--- src/hdl/tsvt_pkg.sv ---
// shared types and constants for the tick-scheduled value table
// no dependencies; used by tsvt_div and tick_scheduled_value_table_core
`timescale 1ns / 1ps

package tsvt_pkg;

    localparam int DEPTH_DEFAULT      = 64;
    localparam int VALUE_BITS_DEFAULT = 16;

    localparam int KIND_BITS   = 2;
    localparam int INDEX_BITS  = 6;
    localparam int FIELD_BITS  = 16;
    localparam int TIME_BITS   = 32;
    localparam int MODE_BITS   = 2;
    localparam int CFG_INDEX_BITS = 4;
    localparam int CFG_DATA_BITS  = 16;

    // shared divider: 32-bit numerator, 16-bit denominator, one bit a cycle
    localparam int DIV_NUM_BITS = 32;
    localparam int DIV_DEN_BITS = 16;
    localparam int DIV_CNT_BITS = $clog2(DIV_NUM_BITS);

    typedef enum logic [KIND_BITS-1:0] {
        KIND_WRITE = 2'd0,
        KIND_RAMP  = 2'd1,
        KIND_TICK  = 2'd2,
        KIND_STEP  = 2'd3
    } kind_t;

    localparam logic [MODE_BITS-1:0] END_ZERO = 2'd0;
    localparam logic [MODE_BITS-1:0] END_WRAP = 2'd1;
    localparam logic [MODE_BITS-1:0] END_HOLD = 2'd2;

    localparam logic [CFG_INDEX_BITS-1:0] CFG_TICK_DIVIDER = 4'd0;
    localparam logic [CFG_INDEX_BITS-1:0] CFG_END_MODE     = 4'd1;

    typedef struct packed {
        kind_t                          kind;
        logic        [INDEX_BITS-1:0]   entry_index;
        logic signed [FIELD_BITS-1:0]   entry_data;
        logic        [INDEX_BITS-1:0]   ramp_last;
        logic signed [FIELD_BITS-1:0]   ramp_start;
        logic signed [FIELD_BITS-1:0]   ramp_stop;
        logic        [TIME_BITS-1:0]    time_now;
    } req_t;

    typedef struct packed {
        logic signed [FIELD_BITS-1:0]   current_value;
        logic                           advanced;
        logic                           finished;
    } rsp_t;

    typedef struct packed {
        logic start;
    } div_ctl_t;

    typedef struct packed {
        logic busy;
        logic done;
    } div_sts_t;

endpackage

--- src/hdl/tsvt_ram.sv ---
// generic single-port-write, registered-read ram
// no dependencies
`timescale 1ns / 1ps

module tsvt_ram #(
    parameter int WIDTH     = 16,
    parameter int DEPTH     = 64,
    parameter int ADDR_BITS = $clog2(DEPTH)
) (
    input  logic                 clk,
    input  logic                 we,
    input  logic [ADDR_BITS-1:0] waddr,
    input  logic [WIDTH-1:0]     wdata,
    input  logic                 re,
    input  logic [ADDR_BITS-1:0] raddr,
    output logic [WIDTH-1:0]     rdata
);

    logic [WIDTH-1:0] mem [DEPTH];
    logic [WIDTH-1:0] rdata_reg;

    always_ff @(posedge clk)
    begin
        if (we)
        begin
            mem[waddr] <= wdata;
        end
        if (re)
        begin
            rdata_reg <= mem[raddr];
        end
    end

    assign rdata = rdata_reg;

endmodule

--- src/hdl/tsvt_div.sv ---
// shared restoring divider, one quotient bit a cycle
// depends on tsvt_pkg
`timescale 1ns / 1ps

module tsvt_div (
    input  logic                               clk,
    input  logic                               rst_n,
    input  tsvt_pkg::div_ctl_t                 ctl,
    input  logic [tsvt_pkg::DIV_NUM_BITS-1:0]  numer,
    input  logic [tsvt_pkg::DIV_DEN_BITS-1:0]  denom,
    output tsvt_pkg::div_sts_t                 sts,
    output logic [tsvt_pkg::DIV_NUM_BITS-1:0]  quotient,
    output logic [tsvt_pkg::DIV_DEN_BITS-1:0]  remainder
);

    localparam int NB = tsvt_pkg::DIV_NUM_BITS;
    localparam int DB = tsvt_pkg::DIV_DEN_BITS;
    localparam int CB = tsvt_pkg::DIV_CNT_BITS;

    logic          busy_reg, busy_next;
    logic          done_reg, done_next;
    logic [CB-1:0] cnt_reg, cnt_next;
    logic [NB-1:0] num_reg, num_next;
    logic [DB-1:0] den_reg, den_next;
    logic [DB-1:0] rem_reg, rem_next;

    logic [DB:0]   trial;
    logic [DB:0]   diff;
    logic          ge;

    always_comb
    begin
        trial     = {rem_reg, num_reg[NB-1]};
        diff      = trial - {1'b0, den_reg};
        ge        = trial >= {1'b0, den_reg};
        busy_next = busy_reg;
        done_next = 1'b0;
        cnt_next  = cnt_reg;
        num_next  = num_reg;
        den_next  = den_reg;
        rem_next  = rem_reg;
        if (ctl.start)
        begin
            busy_next = 1'b1;
            cnt_next  = '0;
            num_next  = numer;
            den_next  = denom;
            rem_next  = '0;
        end
        else if (busy_reg)
        begin
            // quotient bits shift into the numerator register from the bottom
            num_next = {num_reg[NB-2:0], ge};
            rem_next = ge ? diff[DB-1:0] : trial[DB-1:0];
            cnt_next = cnt_reg + CB'(1);
            if (cnt_reg == CB'(NB - 1))
            begin
                busy_next = 1'b0;
                done_next = 1'b1;
            end
        end
    end

    always_ff @(posedge clk or negedge rst_n)
    begin
        if (!rst_n)
        begin
            busy_reg <= 1'b0;
            done_reg <= 1'b0;
            cnt_reg  <= '0;
        end
        else
        begin
            busy_reg <= busy_next;
            done_reg <= done_next;
            cnt_reg  <= cnt_next;
        end
    end

    always_ff @(posedge clk)
    begin
        num_reg <= num_next;
        den_reg <= den_next;
        rem_reg <= rem_next;
    end

    assign sts.busy  = busy_reg;
    assign sts.done  = done_reg;
    assign quotient  = num_reg;
    assign remainder = rem_reg;

endmodule

--- src/hdl/tick_scheduled_value_table_core.sv ---
// tick-scheduled value table: setpoint table, playback position and end rule
// depends on tsvt_pkg, tsvt_ram and tsvt_div
//
// channel  dir  handshake              payload
// req      in   req_valid / req_ready  tsvt_pkg::req_t
// rsp      out  rsp_valid / rsp_ready  tsvt_pkg::rsp_t
// cfg      in   cfg_valid / cfg_ready  cfg_index, cfg_data
//
// write entry and unconditional advance pass through the exec, end, read and data states per beat
// a timed tick with a non-zero divider also waits on the shared divider
// a ramp with ramp_last above zero waits on the divider, then writes ramp_last + 1 entries, one entry a cycle
// wrap past the end adds another pass on the same divider
// after reset a clearing pass zeroes every table entry while req_ready is low
// a result waits in the output register; the next beat is taken meanwhile
`timescale 1ns / 1ps

module tick_scheduled_value_table_core #(
    parameter int TABLE_DEPTH = tsvt_pkg::DEPTH_DEFAULT,
    parameter int VALUE_BITS  = tsvt_pkg::VALUE_BITS_DEFAULT
) (
    input  logic                                  clk,
    input  logic                                  rst_n,
    input  logic                                  req_valid,
    output logic                                  req_ready,
    input  tsvt_pkg::req_t                        req,
    output logic                                  rsp_valid,
    input  logic                                  rsp_ready,
    output tsvt_pkg::rsp_t                        rsp,
    input  logic                                  cfg_valid,
    output logic                                  cfg_ready,
    input  logic [tsvt_pkg::CFG_INDEX_BITS-1:0]   cfg_index,
    input  logic [tsvt_pkg::CFG_DATA_BITS-1:0]    cfg_data
);

    localparam int AW = $clog2(TABLE_DEPTH);
    localparam int PW = $clog2(TABLE_DEPTH + 1);
    localparam int IB = tsvt_pkg::INDEX_BITS;
    localparam int FB = tsvt_pkg::FIELD_BITS;
    localparam int NB = tsvt_pkg::DIV_NUM_BITS;
    localparam int DB = tsvt_pkg::DIV_DEN_BITS;

    typedef enum logic [9:0] {
        S_CLEAR = 10'b0000000001,
        S_IDLE  = 10'b0000000010,
        S_EXEC  = 10'b0000000100,
        S_RDIV  = 10'b0000001000,
        S_FILL  = 10'b0000010000,
        S_TDIV  = 10'b0000100000,
        S_END   = 10'b0001000000,
        S_WDIV  = 10'b0010000000,
        S_READ  = 10'b0100000000,
        S_DATA  = 10'b1000000000
    } state_t;

    state_t                 state_reg, state_next;
    logic [PW-1:0]          pos_reg, pos_next;
    logic [AW-1:0]          last_reg, last_next;
    logic [AW-1:0]          clr_reg, clr_next;
    logic [DB-1:0]          tdiv_reg;
    logic [tsvt_pkg::MODE_BITS-1:0] mode_reg;
    logic                   rsp_valid_reg, rsp_valid_next;

    tsvt_pkg::req_t         item_reg, item_next;
    tsvt_pkg::rsp_t         rsp_reg, rsp_next;
    logic [IB-1:0]          fill_reg, fill_next;
    logic [FB:0]            acc_q_reg, acc_q_next;
    logic [IB-1:0]          acc_r_reg, acc_r_next;
    logic [FB:0]            q0_reg, q0_next;
    logic [IB-1:0]          r0_reg, r0_next;
    logic                   neg_reg, neg_next;
    logic                   fin_reg, fin_next;
    logic                   adv_reg, adv_next;

    // memory ports
    logic                   ram_we;
    logic [AW-1:0]          ram_waddr;
    logic [VALUE_BITS-1:0]  ram_wdata;
    logic                   ram_re;
    logic [VALUE_BITS-1:0]  ram_rdata;

    // shared divider
    tsvt_pkg::div_ctl_t     div_ctl;
    tsvt_pkg::div_sts_t     div_sts;
    logic [NB-1:0]          div_numer;
    logic [DB-1:0]          div_denom;
    logic [NB-1:0]          div_quo;
    logic [DB-1:0]          div_rem;

    logic signed [FB:0]     span;
    logic [FB:0]            span_mag;
    logic signed [FB+1:0]   ramp_off;
    logic signed [FB+1:0]   ramp_sum;
    logic [IB:0]            r_sum;
    logic                   r_carry;
    logic                   idx_ok;
    logic                   rlast_ok;
    logic                   can_bump;
    logic                   fin_now;

    tsvt_ram #(
        .WIDTH (VALUE_BITS),
        .DEPTH (TABLE_DEPTH)
    ) u_table (
        .clk   (clk),
        .we    (ram_we),
        .waddr (ram_waddr),
        .wdata (ram_wdata),
        .re    (ram_re),
        .raddr (AW'(pos_reg)),
        .rdata (ram_rdata)
    );

    tsvt_div u_div (
        .clk       (clk),
        .rst_n     (rst_n),
        .ctl       (div_ctl),
        .numer     (div_numer),
        .denom     (div_denom),
        .sts       (div_sts),
        .quotient  (div_quo),
        .remainder (div_rem)
    );

    always_comb
    begin
        span     = $signed({item_reg.ramp_stop[FB-1], item_reg.ramp_stop})
                 - $signed({item_reg.ramp_start[FB-1], item_reg.ramp_start});
        span_mag = span[FB] ? (FB+1)'(-span) : span;
        ramp_off = neg_reg ? -$signed({1'b0, acc_q_reg}) : $signed({1'b0, acc_q_reg});
        ramp_sum = (FB+2)'($signed(item_reg.ramp_start)) + ramp_off;
        r_sum    = (IB+1)'(acc_r_reg) + (IB+1)'(r0_reg);
        r_carry  = r_sum >= (IB+1)'(item_reg.ramp_last);
        idx_ok   = 32'(item_reg.entry_index) < 32'(TABLE_DEPTH);
        rlast_ok = 32'(item_reg.ramp_last) < 32'(TABLE_DEPTH);
        can_bump = pos_reg < PW'(TABLE_DEPTH);
        fin_now  = 32'(pos_reg) > 32'(last_reg);
    end

    always_comb
    begin
        state_next     = state_reg;
        pos_next       = pos_reg;
        last_next      = last_reg;
        clr_next       = clr_reg;
        rsp_valid_next = rsp_valid_reg;
        item_next      = item_reg;
        rsp_next       = rsp_reg;
        fill_next      = fill_reg;
        acc_q_next     = acc_q_reg;
        acc_r_next     = acc_r_reg;
        q0_next        = q0_reg;
        r0_next        = r0_reg;
        neg_next       = neg_reg;
        fin_next       = fin_reg;
        adv_next       = adv_reg;
        ram_we         = 1'b0;
        ram_waddr      = '0;
        ram_wdata      = '0;
        ram_re         = 1'b0;
        div_ctl.start  = 1'b0;
        div_numer      = NB'(pos_reg);
        div_denom      = DB'(PW'(last_reg) + PW'(1));

        if (rsp_valid_reg && rsp_ready)
        begin
            rsp_valid_next = 1'b0;
        end

        unique case (state_reg)
            S_CLEAR:
            begin
                ram_we    = 1'b1;
                ram_waddr = clr_reg;
                clr_next  = clr_reg + AW'(1);
                if (clr_reg == AW'(TABLE_DEPTH - 1))
                begin
                    state_next = S_IDLE;
                end
            end
            S_IDLE:
            begin
                if (req_valid)
                begin
                    item_next  = req;
                    adv_next   = 1'b0;
                    state_next = S_EXEC;
                end
            end
            S_EXEC:
            begin
                state_next = S_END;
                unique case (item_reg.kind)
                    tsvt_pkg::KIND_WRITE:
                    begin
                        if (idx_ok)
                        begin
                            ram_we    = 1'b1;
                            ram_waddr = AW'(item_reg.entry_index);
                            ram_wdata = VALUE_BITS'(item_reg.entry_data);
                            if (32'(item_reg.entry_index) > 32'(last_reg))
                            begin
                                last_next = AW'(item_reg.entry_index);
                            end
                        end
                    end
                    tsvt_pkg::KIND_RAMP:
                    begin
                        if (rlast_ok)
                        begin
                            last_next = AW'(item_reg.ramp_last);
                            if (item_reg.ramp_last == '0)
                            begin
                                ram_we    = 1'b1;
                                ram_waddr = '0;
                                ram_wdata = VALUE_BITS'(item_reg.ramp_start);
                            end
                            else
                            begin
                                // |span| / ramp_last once, then step quotient and remainder
                                div_ctl.start = 1'b1;
                                div_numer     = NB'(span_mag);
                                div_denom     = DB'(item_reg.ramp_last);
                                neg_next      = span[FB];
                                state_next    = S_RDIV;
                            end
                        end
                    end
                    tsvt_pkg::KIND_TICK:
                    begin
                        if (tdiv_reg != '0)
                        begin
                            div_ctl.start = 1'b1;
                            div_numer     = item_reg.time_now;
                            div_denom     = tdiv_reg;
                            state_next    = S_TDIV;
                        end
                    end
                    tsvt_pkg::KIND_STEP:
                    begin
                        if (can_bump)
                        begin
                            pos_next = pos_reg + PW'(1);
                            adv_next = 1'b1;
                        end
                    end
                    default:
                    begin
                        state_next = S_END;
                    end
                endcase
            end
            S_RDIV:
            begin
                if (div_sts.done)
                begin
                    q0_next    = div_quo[FB:0];
                    r0_next    = div_rem[IB-1:0];
                    acc_q_next = '0;
                    acc_r_next = '0;
                    fill_next  = '0;
                    state_next = S_FILL;
                end
            end
            S_FILL:
            begin
                ram_we    = 1'b1;
                ram_waddr = AW'(fill_reg);
                ram_wdata = VALUE_BITS'(ramp_sum);
                fill_next = fill_reg + IB'(1);
                // running span * i / ramp_last as quotient plus remainder
                acc_q_next = acc_q_reg + q0_reg + (FB+1)'(r_carry);
                acc_r_next = r_carry ? IB'(r_sum - (IB+1)'(item_reg.ramp_last))
                                     : IB'(r_sum);
                if (fill_reg == item_reg.ramp_last)
                begin
                    state_next = S_END;
                end
            end
            S_TDIV:
            begin
                if (div_sts.done)
                begin
                    if (div_rem == '0 && can_bump)
                    begin
                        pos_next = pos_reg + PW'(1);
                        adv_next = 1'b1;
                    end
                    state_next = S_END;
                end
            end
            S_END:
            begin
                fin_next   = fin_now;
                state_next = S_READ;
                if (fin_now && mode_reg == tsvt_pkg::END_WRAP)
                begin
                    div_ctl.start = 1'b1;
                    state_next    = S_WDIV;
                end
                else if (fin_now && mode_reg == tsvt_pkg::END_HOLD)
                begin
                    pos_next = PW'(last_reg);
                end
            end
            S_WDIV:
            begin
                if (div_sts.done)
                begin
                    pos_next   = PW'(div_rem);
                    state_next = S_READ;
                end
            end
            S_READ:
            begin
                ram_re     = 1'b1;
                state_next = S_DATA;
            end
            S_DATA:
            begin
                if (!rsp_valid_reg || rsp_ready)
                begin
                    rsp_valid_next    = 1'b1;
                    rsp_next.advanced = adv_reg;
                    rsp_next.finished = fin_reg;
                    if (fin_reg && mode_reg != tsvt_pkg::END_WRAP
                        && mode_reg != tsvt_pkg::END_HOLD)
                    begin
                        rsp_next.current_value = '0;
                    end
                    else
                    begin
                        rsp_next.current_value = FB'($signed(ram_rdata));
                    end
                    state_next = S_IDLE;
                end
            end
            default:
            begin
                state_next = S_IDLE;
            end
        endcase
    end

    always_ff @(posedge clk or negedge rst_n)
    begin
        if (!rst_n)
        begin
            state_reg     <= S_CLEAR;
            pos_reg       <= '0;
            last_reg      <= '0;
            clr_reg       <= '0;
            tdiv_reg      <= '0;
            mode_reg      <= tsvt_pkg::END_ZERO;
            rsp_valid_reg <= 1'b0;
        end
        else
        begin
            state_reg     <= state_next;
            pos_reg       <= pos_next;
            last_reg      <= last_next;
            clr_reg       <= clr_next;
            rsp_valid_reg <= rsp_valid_next;
            if (cfg_valid && cfg_ready)
            begin
                if (cfg_index == tsvt_pkg::CFG_TICK_DIVIDER)
                begin
                    tdiv_reg <= cfg_data;
                end
                else if (cfg_index == tsvt_pkg::CFG_END_MODE)
                begin
                    mode_reg <= cfg_data[tsvt_pkg::MODE_BITS-1:0];
                end
            end
        end
    end

    always_ff @(posedge clk)
    begin
        item_reg  <= item_next;
        rsp_reg   <= rsp_next;
        fill_reg  <= fill_next;
        acc_q_reg <= acc_q_next;
        acc_r_reg <= acc_r_next;
        q0_reg    <= q0_next;
        r0_reg    <= r0_next;
        neg_reg   <= neg_next;
        fin_reg   <= fin_next;
        adv_reg   <= adv_next;
    end

    assign req_ready = (state_reg == S_IDLE);
    assign rsp_valid = rsp_valid_reg;
    assign rsp       = rsp_reg;
    assign cfg_ready = 1'b1;

`ifndef SYNTH
    a_pos_in_range: assert property (@(posedge clk) disable iff (!rst_n)
        32'(pos_reg) <= 32'(TABLE_DEPTH))
        else $error("position beyond table depth");

    a_div_start_idle: assert property (@(posedge clk) disable iff (!rst_n)
        div_ctl.start |-> !div_sts.busy)
        else $error("divider restarted while busy");

    a_rsp_from_data: assert property (@(posedge clk) disable iff (!rst_n)
        $rose(rsp_valid_reg) |-> $past(state_reg) == S_DATA)
        else $error("result raised outside the data state");

    // only wrap and hold use an entry read past the end, both move the position back first
    a_read_in_table: assert property (@(posedge clk) disable iff (!rst_n)
        state_reg == S_READ |-> 32'(pos_reg) < 32'(TABLE_DEPTH) || !fin_reg
            || (mode_reg != tsvt_pkg::END_WRAP && mode_reg != tsvt_pkg::END_HOLD))
        else $error("table read past its last entry");
`endif

endmodule

--- config.mk ---
export PLATFORM = sky130hd
export DESIGN_NAME = tick_scheduled_value_table_core
export DESIGN_NICKNAME = d
export VERILOG_FILES = /design/src/hdl/tsvt_pkg.sv /design/src/hdl/tsvt_ram.sv /design/src/hdl/tsvt_div.sv /design/src/hdl/tick_scheduled_value_table_core.sv
export SDC_FILE = /design/constraint.sdc
export NUM_CORES = 2
export LEC_CHECK = 0
export BUFFER_PORTS_ARGS = -buffer_cell sky130_fd_sc_hd__buf_2
export CORE_AREA = 2 2 295 297
export CTS_BUF_LIST = sky130_fd_sc_hd__clkbuf_4
export CTS_CLUSTER_DIAMETER = 150
export DETAILED_ROUTE_END_ITERATION = 10
export DIE_AREA = 0 0 297 299
export GPL_TIMING_DRIVEN = 0
export PLACE_DENSITY = 0.82
export RECOVER_POWER = 50
export SYNTH_ARGS = -nofsm -noshare
export SYNTH_HDL_FRONTEND = slang
export SYNTH_SLANG_ARGS = --single-unit
export TNS_END_PERCENT = 20
--- constraint.sdc ---
create_clock -name clk -period 7.7 [get_ports clk]
set_clock_uncertainty 0.2 [all_clocks]
set_input_delay 0.77 -clock clk [delete_from_list [all_inputs] [get_ports clk]]
set_output_delay 0.77 -clock clk [all_outputs]
set_load 0.01 [all_outputs]
==> run metrics <==
outcome finished with violations; failing checks capacitance limit, slew limit; clock-pin slew on the worst setup and hold paths 0.09 ns; post-synthesis sequential area ratio 71.41%; worst slew pin tran 4.378 ns; Max-Cap Viols 32; DRT iter0 DRCs 4,954; commonest non-fill, non-tap cell in the layout edfxtp_1; GRT Overall Usage 34.16%; number of global-route vias before repair 33,600; root buffer selected by CTS clkbuf_4; Initial Util 64.08%; reg2reg path depth 8; Seq cells post-synth 1,324; Netlist cell types 79; Min-Delay Path Class in2reg; P&R area growth vs syn 14.70%; Multi-input gate area 15,060 µm²; routability cong. 0.9574; most frequent cells in the layout edfxtp_1 (1,253), clkbuf_4 (481), mux4_2 (336), clkbuf_1 (163), nor2_1 (145); # resized after CTS 0; Yosys top cell by area edfxtp_1; WL/cell 30.09 µm; H-tree depth 5; CTS max path bufs 4; power density over cell area 310.2 nW/µm²; final worst slack 0.9220 ns; Setup Total Neg Slack 0 ns; Post-route DRC 0; DPL Wire Length 98,760 µm; chip width 297 µm; Flop pwr share 44.7%; Final period util 88.03%; Synth async-reset ratio 4.154%; Syn Inst Count 2,929; # IOs 140; Site Rows 108; FF-to-FF Start state_reg[9]; Sequential Area 39,320 µm²; layout cells sized above 1 27.60%; # setup viols final 0; Mean Syn Cell Area 18.80 µm²; Setup crit end kind flop; Switch Pwr 6.200 mW; R2R Path End u_table.mem[30][3]; core box area 85,940 µm²; clock share of power 29.7%; post-route cell area 63,170 µm²; Buffers on Ports 138; CTS tree yes; die height 299 µm; final hold violation count 0; Area contributors post-synth edfxtp_1 (68%), mux4_2 (14%), dfrtp_1 (2.5%); DP Area 58,230 µm²; 1st-pass router iterations 8; clk_lat worst skew 1.23 ns; initial antenna violation count 14; Worst Hold Endpoint item_reg[74]; antenna-violating nets left 0; Post-synth EDFFs 1,253; dpl ws 1.447 ns; RSZ-0062 raised after global routing no; Period minus WS final 6.778 ns; first-pass GRT wire length 218,400 µm; Logic pwr share 25.6%; critical path launch point type flop; flop2flop setup slack 0.92 ns; Sw Ratio 31.65%; slew margin rel. -195.0%; TritonCTS buffer count 341; GRT Residual Overflow 0; CTS Hold Bufs 123; kind of critical path reg2reg; Worst Hold Depth 2; nets@finish 3,798; Fmax 0.1475 GHz; Slew Limit Fails 639; max reg flops 1,024; Die ar. 88,800 µm²; VDD IR max 0.1932 mV; Syn. warnings 0; syn_nets 3,152; largest net degree at the start of global routing 65; Leak Pwr 18.99 nW; synthesized area 55,070 µm²; Int Power 13.39 mW; Crit Path Max Fanout 39; setup bufs post-CTS 0; Worst Path Arrival 7.28 ns; via count 33,140; Yosys top cell area share 68.33%; fill cell count 4,851; worst path required time 8.20 ns; Sinks on Clock Net 1,324; hold_sp req[74]; final wirelength 149,500 µm; number of vias per cell 6.668; Top FF cell, synth edfxtp_1
[power by group through the flow]
stage,Clock [mW],Combinational (mW),Sequential [mW]
after detailed placement,0,4.90,8.85
after floorplan,0,3.45,8.70
final,5.82,5.02,8.75
after CTS,5.85,5.00,8.71
after global placement,0,4.65,8.88
after global routing,6.20,5.34,8.77
[worst max-delay path by stage]
stage                 startpoint                 end  slack (ns)  cells after the start
floorplan           acc_q_reg[1]  u_table.mem[0][14]        2.07                     15
global placement    state_reg[1]  u_table.mem[24][1]       -0.77                      6
detailed placement  acc_r_reg[0]       acc_q_reg[14]        1.45                     24
CTS                    r0_reg[0]       acc_q_reg[10]        1.44                     24
global route        state_reg[1]  u_table.mem[50][3]        0.70                      8
finish              state_reg[9]  u_table.mem[30][3]        0.92                      8
[worst max-delay path, stage by stage (launching register included)]
cell      delay (ns)
dfrtp_1         0.40
nor4_1          0.33
and2_0          0.29
and4b_1         0.24
buf_2           0.23
o21ai_0         0.60
clkbuf_1        0.55
o22ai_1         2.06
clkbuf_1        1.34
[stage by stage]
stage | std cells | utilization, % | power [mW] | hold WS, ns
after floorplan | 2929 | - | 12.15 | 0.2003
after global placement | 4222 | 66.56 | 13.53 | 0.2133
after detailed placement | 4264 | 67.76 | 13.75 | 0.2393
after CTS | 4952 | 73.91 | 19.56 | 0.02717
after global routing | 4966 | 73.49 | 20.31 | 0.05268
final | 4970 | 73.50 | 19.59 | 0.1016
[cells by family after synthesis]
logic type | synth area share, %
other | 0.006810
AO/OA/AOI/OAI | 4.496
multiplexers | 14.37
adder cells (fa/ha/maj) | 2.458
flip-flops | 71.41
AND/OR/NAND/NOR | 4.006
buffers and inverters | 1.522
XOR/XNOR | 1.734
[cell usage after synthesis, drive strengths merged (14+ instances only)]
| cell | count |
|---|---|
| nand3 | 27 |
| mux4 | 336 |
| dfxtp | 16 |
| nor2 | 173 |
| a22oi | 41 |
| nor2b | 14 |
| edfxtp | 1253 |
| nor4 | 15 |
| o21ai | 65 |
| mux2 | 20 |
| nor3 | 21 |
| nand2b | 18 |
| xor2 | 38 |
| o22ai | 20 |
| ha | 97 |
| a21oi | 79 |
| a21o | 38 |
| dfrtp | 54 |
| clkbuf | 85 |
| nand4 | 14 |
| and3 | 17 |
| a22o | 16 |
| inv | 84 |
| and2 | 42 |
| buf | 42 |
| nand2 | 77 |
| xnor2 | 71 |
[per-layer routing]
| layer | GRT usage (%) | share of wire [%] | vias to the layer above |
|---|---|---|---|
| li1 | - | - | 13410 |
| met1 | 45.43 | 35 | 16540 |
| met2 | 52.60 | 47 | 2659 |
| met3 | 9.567 | 13 | 518 |
| met4 | 17.56 | 5.2 | 10 |
| met5 | 0 | 0.049 | - |
[area by class of cell]
type / count / share of cell area, %
tap: 1155 / 2.288
clock inverter: 84 / 0.7052
sequential: 1324 / 62.26
antenna: 18 / 0.07131
multi-input combinational: 1394 / 23.84
timing repair buffer: 303 / 3.799
inverter: 84 / 0.4992
clock buffer: 481 / 5.717
buffer: 127 / 0.8260
No activity file was read; power rests on OpenSTA's default activity.
